**config.mk**
```make
export PLATFORM = sky130hd
export DESIGN_NAME = lpht_ctrl
export DESIGN_NICKNAME = d
export VERILOG_FILES = /design/src/rtl/core/lpht_pkg.sv /design/src/rtl/core/lpht_ctrl.sv
export SDC_FILE = /design/constraint.sdc
export NUM_CORES = 1
export LEC_CHECK = 0
export BUFFER_PORTS_ARGS = -buffer_cell sky130_fd_sc_hd__buf_2
export CAP_MARGIN = 0
export CORE_AREA = 3 3 40 42
export CTS_BUF_LIST = sky130_fd_sc_hd__clkbuf_2 sky130_fd_sc_hd__clkbuf_4 sky130_fd_sc_hd__clkbuf_8
export DETAILED_ROUTE_END_ITERATION = 6
export DIE_AREA = 0 0 43 45
export GPL_TIMING_DRIVEN = 0
export SETUP_SLACK_MARGIN = 0.02
export SKIP_CTS_REPAIR_TIMING = 1
export SLEW_MARGIN = 20
export SYNTH_ARGS = -nofsm -noshare
export SYNTH_HDL_FRONTEND = slang
export SYNTH_SLANG_ARGS = --single-unit
```
**constraint.sdc**
```tcl
create_clock -name clk_i -period 1.45 [get_ports clk_i]
set_input_delay 0 -clock clk_i [delete_from_list [all_inputs] [get_ports clk_i]]
set_output_delay 0 -clock clk_i [all_outputs]
set_load 0.05 [all_outputs]
```
**src/rtl/core/lpht_pkg.sv**
```systemverilog
// shared constants, opcode and status codes, controller/datapath command and status types
// for the linear probe hash table; no dependencies

package lpht_pkg;

  localparam int unsigned LPHT_TABLE_SIZE = 512;
  localparam int unsigned LPHT_KEY_W      = 32;
  localparam int unsigned LPHT_VAL_W      = 32;
  localparam int unsigned LPHT_OP_W       = 2;
  localparam int unsigned LPHT_STATUS_W   = 2;
  localparam int unsigned LPHT_SLOT_W     = 9;

  localparam logic [LPHT_OP_W-1:0] LPHT_OP_LOOKUP = 2'd0;
  localparam logic [LPHT_OP_W-1:0] LPHT_OP_PUT    = 2'd1;
  localparam logic [LPHT_OP_W-1:0] LPHT_OP_SET    = 2'd2;

  localparam logic [LPHT_STATUS_W-1:0] LPHT_ST_HIT  = 2'd0;
  localparam logic [LPHT_STATUS_W-1:0] LPHT_ST_MISS = 2'd1;
  localparam logic [LPHT_STATUS_W-1:0] LPHT_ST_NEW  = 2'd2;
  localparam logic [LPHT_STATUS_W-1:0] LPHT_ST_FULL = 2'd3;

  typedef struct packed {
    logic clr_step;
    logic cap;
    logic probe_start;
    logic adv;
    logic fin;
    logic fin_zero;
  } lpht_cmd_t;

  typedef struct packed {
    logic mod_done;
    logic key_zero;
    logic hit;
    logic empty;
    logic last;
    logic clr_last;
  } lpht_sts_t;

endpackage

```
**src/rtl/core/lpht_ctrl.sv**
```systemverilog
// controller: clearing pass, operand capture, probe sequencing and result beat handshake
// uses lpht_pkg

module lpht_ctrl import lpht_pkg::*; (
  input  logic      clk_i,
  input  logic      rst_ni,
  input  logic      in_valid_i,
  output logic      in_ready_o,
  output logic      out_valid_o,
  input  logic      out_ready_i,
  input  lpht_sts_t sts_i,
  output lpht_cmd_t cmd_o
);

  localparam logic [1:0] S_CLEAR = 2'd0;
  localparam logic [1:0] S_IDLE  = 2'd1;
  localparam logic [1:0] S_MOD   = 2'd2;
  localparam logic [1:0] S_CHECK = 2'd3;

  logic [1:0] state_q, state_d;
  logic       out_valid_q, out_valid_d;
  logic       out_free;

  assign out_free = ~out_valid_q | out_ready_i;

  always_comb begin
    cmd_o   = '0;
    state_d = state_q;
    unique case (state_q)
      S_CLEAR: begin
        cmd_o.clr_step = 1'b1;
        if (sts_i.clr_last) begin
          state_d = S_IDLE;
        end
      end
      S_IDLE: begin
        if (in_valid_i) begin
          cmd_o.cap = 1'b1;
          state_d   = S_MOD;
        end
      end
      S_MOD: begin
        if (sts_i.mod_done) begin
          if (sts_i.key_zero) begin
            if (out_free) begin
              cmd_o.fin_zero = 1'b1;
              state_d        = S_IDLE;
            end
          end else begin
            cmd_o.probe_start = 1'b1;
            state_d           = S_CHECK;
          end
        end
      end
      S_CHECK: begin
        if (sts_i.hit || sts_i.empty || sts_i.last) begin
          if (out_free) begin
            cmd_o.fin = 1'b1;
            state_d   = S_IDLE;
          end
        end else begin
          cmd_o.adv = 1'b1;
        end
      end
    endcase
  end

  always_comb begin
    out_valid_d = out_valid_q;
    if (cmd_o.fin || cmd_o.fin_zero) begin
      out_valid_d = 1'b1;
    end else if (out_ready_i) begin
      out_valid_d = 1'b0;
    end
  end

  always_ff @(posedge clk_i or negedge rst_ni) begin
    if (!rst_ni) begin
      state_q     <= S_CLEAR;
      out_valid_q <= 1'b0;
    end else begin
      state_q     <= state_d;
      out_valid_q <= out_valid_d;
    end
  end

  assign in_ready_o  = state_q == S_IDLE;
  assign out_valid_o = out_valid_q;

endmodule

```
* Word level (Yosys, flattened, before mapping)
Cells that the tools add are included.
** Word-level totals
- Bits in registers :: 3
- Memories :: 0
- Logic and storage cells :: 39
- Output and inout port bits :: 8
- Memory bits (read-only) :: 0
- Memory bits (writable) :: 0
- Bits in latches :: 0
** Cells by class
- Divide/modulo/power cells :: 0
- Reductions and logical operators :: 6
- Shifts and indexed selects :: 0
- Multipliers :: 0
- Mux-type cells :: 22
- Equal/unequal tests :: 7
- $lt $le $gt $ge :: 0
- $add $sub $neg :: 0
- Bitwise operators :: 2
** Operators by type and width (number)
- $mux W1 :: 14
- $mux W2 :: 7
- $ne A2 B2 Y1 const B :: 4
- $pmux W2 S4 :: 1
- $eq A2 B2 Y1 const B :: 2
- $reduce_and A4 Y1 :: 1
- $logic_or A1 B1 Y1 :: 3
- $eq A2 B1 Y1 const B :: 1
- $logic_not A2 Y1 :: 1
- $reduce_bool A2 Y1 :: 1
- $not A1 Y1 :: 1
- $or A1 B1 Y1 :: 1

* Longest topological paths before layout
- Depth in word-level cells :: 8
- Depth in mapped cells :: 4
- Gate-level depth less buffers :: 3

* Worst setup path before layout
No wires, ideal clock.
- Path type :: register to output
- From :: register state_q[1]
- To :: output port cmd_o[4] (netlist name)
- Path buffers :: 1
- Stages on the path, launching flop included :: 4
- Arrival time :: 1.752 ns
- Required time :: 1.450 ns
- Setup slack :: -0.302 ns
- Path through :: dfrtp_1 buf_4 nor2b_1 and2_1
** RTL lines
- start: declaration :: RTL line lpht_ctrl.sv:20 : logic [1:0] state_q, state_d;
- start signal: assignment :: RTL line lpht_ctrl.sv:82 : state_q <= state_d;
- end: declaration :: RTL line lpht_ctrl.sv:12 : output lpht_cmd_t cmd_o

==> results.cfg <==
[placed_design]
dpl_cell_area_sq_um = 354.1
io_buffers = 17
gp_congestion = 0.7039
place_hpwl_microns = 497.8

[yosys]
avgSynthCellArea_sq_um = 9.240
synthesis.nets = 36
ys_seq_area_frac = 0.3125
synthDistinctLibCells = 19
syn_area_sq_um = 240.2
synth_top_cells_by_area = dfrtp_1 31%, a211oi_2 5.2%, and3_1 5.2%
synth_warnings = 0
yosysTopAreaCellShare = 0.3125
synth_ff_type = dfrtp_1
synthCells = 26
ys_seq_elements = 3
synth_edf_count = 0
synth_area_leader_cell = dfrtp_1
async_flop_share = 1.000

[critical_path]
reg2reg_to = state_q[1]$_DFFE_PN0P_
reg2reg_depth = 3
crit_path_end = cmd_o[0]
crit_path_end_kind = output port
cp_max_fo = 10
critical_path.startpoint = state_q[0]$_DFFE_PN0P_
crit_path_top_delay_cell = dfrtp_1
reg2reg_from = out_valid_o$_DFFE_PN0P_
crit_arrival_ns = 1.35
worstPathCellList = buf_6 -> and3b_2 -> and3_1 -> buf_2
worstSetupPathType = flip-flop to output port
start_kind = flip-flop
reg2reg_slack_ns = 0.44
critPathMaxStageDelay_ns = 0.36
required_ns = 1.45

[clock_tree]
clock-sinks = 3
clkTransAtPathRegs_ns = 0.04
cts_tree = built
cts_made_buffers = 3
cts-root-buf = clkbuf_4
htree_levels = 1
clkLatencyLatePin_ns = 0.24
clockBufferDepth = 2

[power_and_ir_drop]
p_total_mw = 0.9565
leakage_nw = 0.2099
powerDensity_nw_per_um2 = 2411
irDropWorstVdd_mv = 1.456

[route]
vias = 270
wirelength_microns = 654
ant_nets = 0
drtIter0Drc = 8
remaining_drc_errors = 0
avgRoutedWirePerCell_microns = 10.38
viasPerCell = 4.286
drtPass1Iterations = 4

[timing]
rsz0062_at_grt = no
fin_crit_sh = 0.9304
fin_crit_ns = 1.349
max_slew.worst_pin.slew_ns = 0.3209
slew_headroom = 0.7849
final_max_slew_viol_count = 0
timing.fmax_mhz = 741.2
setup_viol = 0
fin_worst_skew_ns = 0.002636
hold_viol = 0

[floorplanning]
start_util = 0.1870
rows = 13
die_y_microns = 45
ioPinCount = 18
dieArea_sq_um = 1935
die_w_microns = 43
core_sq_um = 1285

[min_path]
hold_class = primary input to flip-flop
hold_path_depth = 3

[layout]
final_core_util = 0.3087
antenna_cells = 0
fin_area_sq_um = 396.6
syn_to_final_growth_pct = 65.10
nets = 59
fillers = 144
drive_gt1_frac = 0.6042

[run]
cap_violations = 0

[global_routing]
gr-total-overflow = 0
grt_antenna_before_repair = 0
grt_max_degree = 11
grt_pass1_vias = 234
grt_usage = 0.08271
grt_pass1_wl_microns = 1028

[status]
status = finished clean
==> worst min path at each step <==
| stage | slack [ns] | start | to |
|---|---|---|---|
| 5_1_grt | 0.09 | rst_ni | out_valid_o$_DFFE_PN0P_ |
| 6_report | 0.07 | sts_i[0] | state_q[0]$_DFFE_PN0P_ |
| 4_1_cts | -0.46 | rst_ni | out_valid_o$_DFFE_PN0P_ |
| 2_1_floorplan | -0.30 | rst_ni | out_valid_o$_DFFE_PN0P_ |
| 3_5_place_dp | -0.20 | rst_ni | state_q[0]$_DFFE_PN0P_ |
| 3_3_place_gp | -0.20 | rst_ni | state_q[0]$_DFFE_PN0P_ |
==> metrics by stage <==
stage	hold slack (ns)	std cells	worst slack, ns	setup TNS (ns)
finish	0.07350	63	0.1009	0
global route	0.09060	63	0.03556	0
CTS	-0.4579	62	0.07445	0
detailed placement	-0.2018	58	0.3418	0
global placement	-0.2033	58	0.3493	0
floorplan	-0.2956	26	-0.01071	-0.01071
==> synth_stat cells, types with 2 or more instances <==
| cell | number |
|---|---|
| dfrtp_1 | 3 |
| nand2_1 | 3 |
| a21oi_1 | 2 |
| and3_1 | 2 |
| nor2b_1 | 2 |
==> layout by cell type, fill, tap and decap left out, types with 2 or more instances in the layout <==
cell type / count
buf_2: 16
clkbuf_4: 5
a21oi_1: 2
and3_1: 2
dfrtp_1: 2
nand2_1: 3
==> critical path, delay by kind of cell (launching register included) <==
family / cells / cell delay (ns)
AND/OR/NAND/NOR: 2 / 0.37
buffers and inverters: 2 / 0.38
flip-flops: 1 / 0.36
==> final cells by class <==
cell class	instances	area, sq um	area share
multi-input cells	21	155.1	0.3912
repair buffers	18	97.59	0.2461
flip-flops and latches	3	76.32	0.1924
clock buffers	4	30.03	0.07571
plain buffers	2	18.77	0.04732
well taps	15	18.77	0.04732
==> flip-flops by register name (all words and copies together) (netlist names) <==
register,count
out_valid_o,1
state_q,2
==> power by group <==
part           leakage (nW)  switching, mW  internal (mW)
Clock                0.0184         0.0462          0.122
Sequential           0.0332         0.0170          0.129
Combinational         0.158          0.433          0.210
==> per-layer routing <==
metal	GRT usage	wire, microns
met1	0.09732	283
met3	0.02789	76
met5	0	0
met4	0.1265	37
met2	0.09281	257
==> cell families after synthesis <==
family,after synthesis,synth area share
AOI/OAI and AO/OA,5,0.1458
and+or+nand+nor,15,0.4219
DFF,3,0.3125
buffers and inverters,2,0.07813
muxes,1,0.04167
Note: power is estimated with default switching activity, not from simulation.
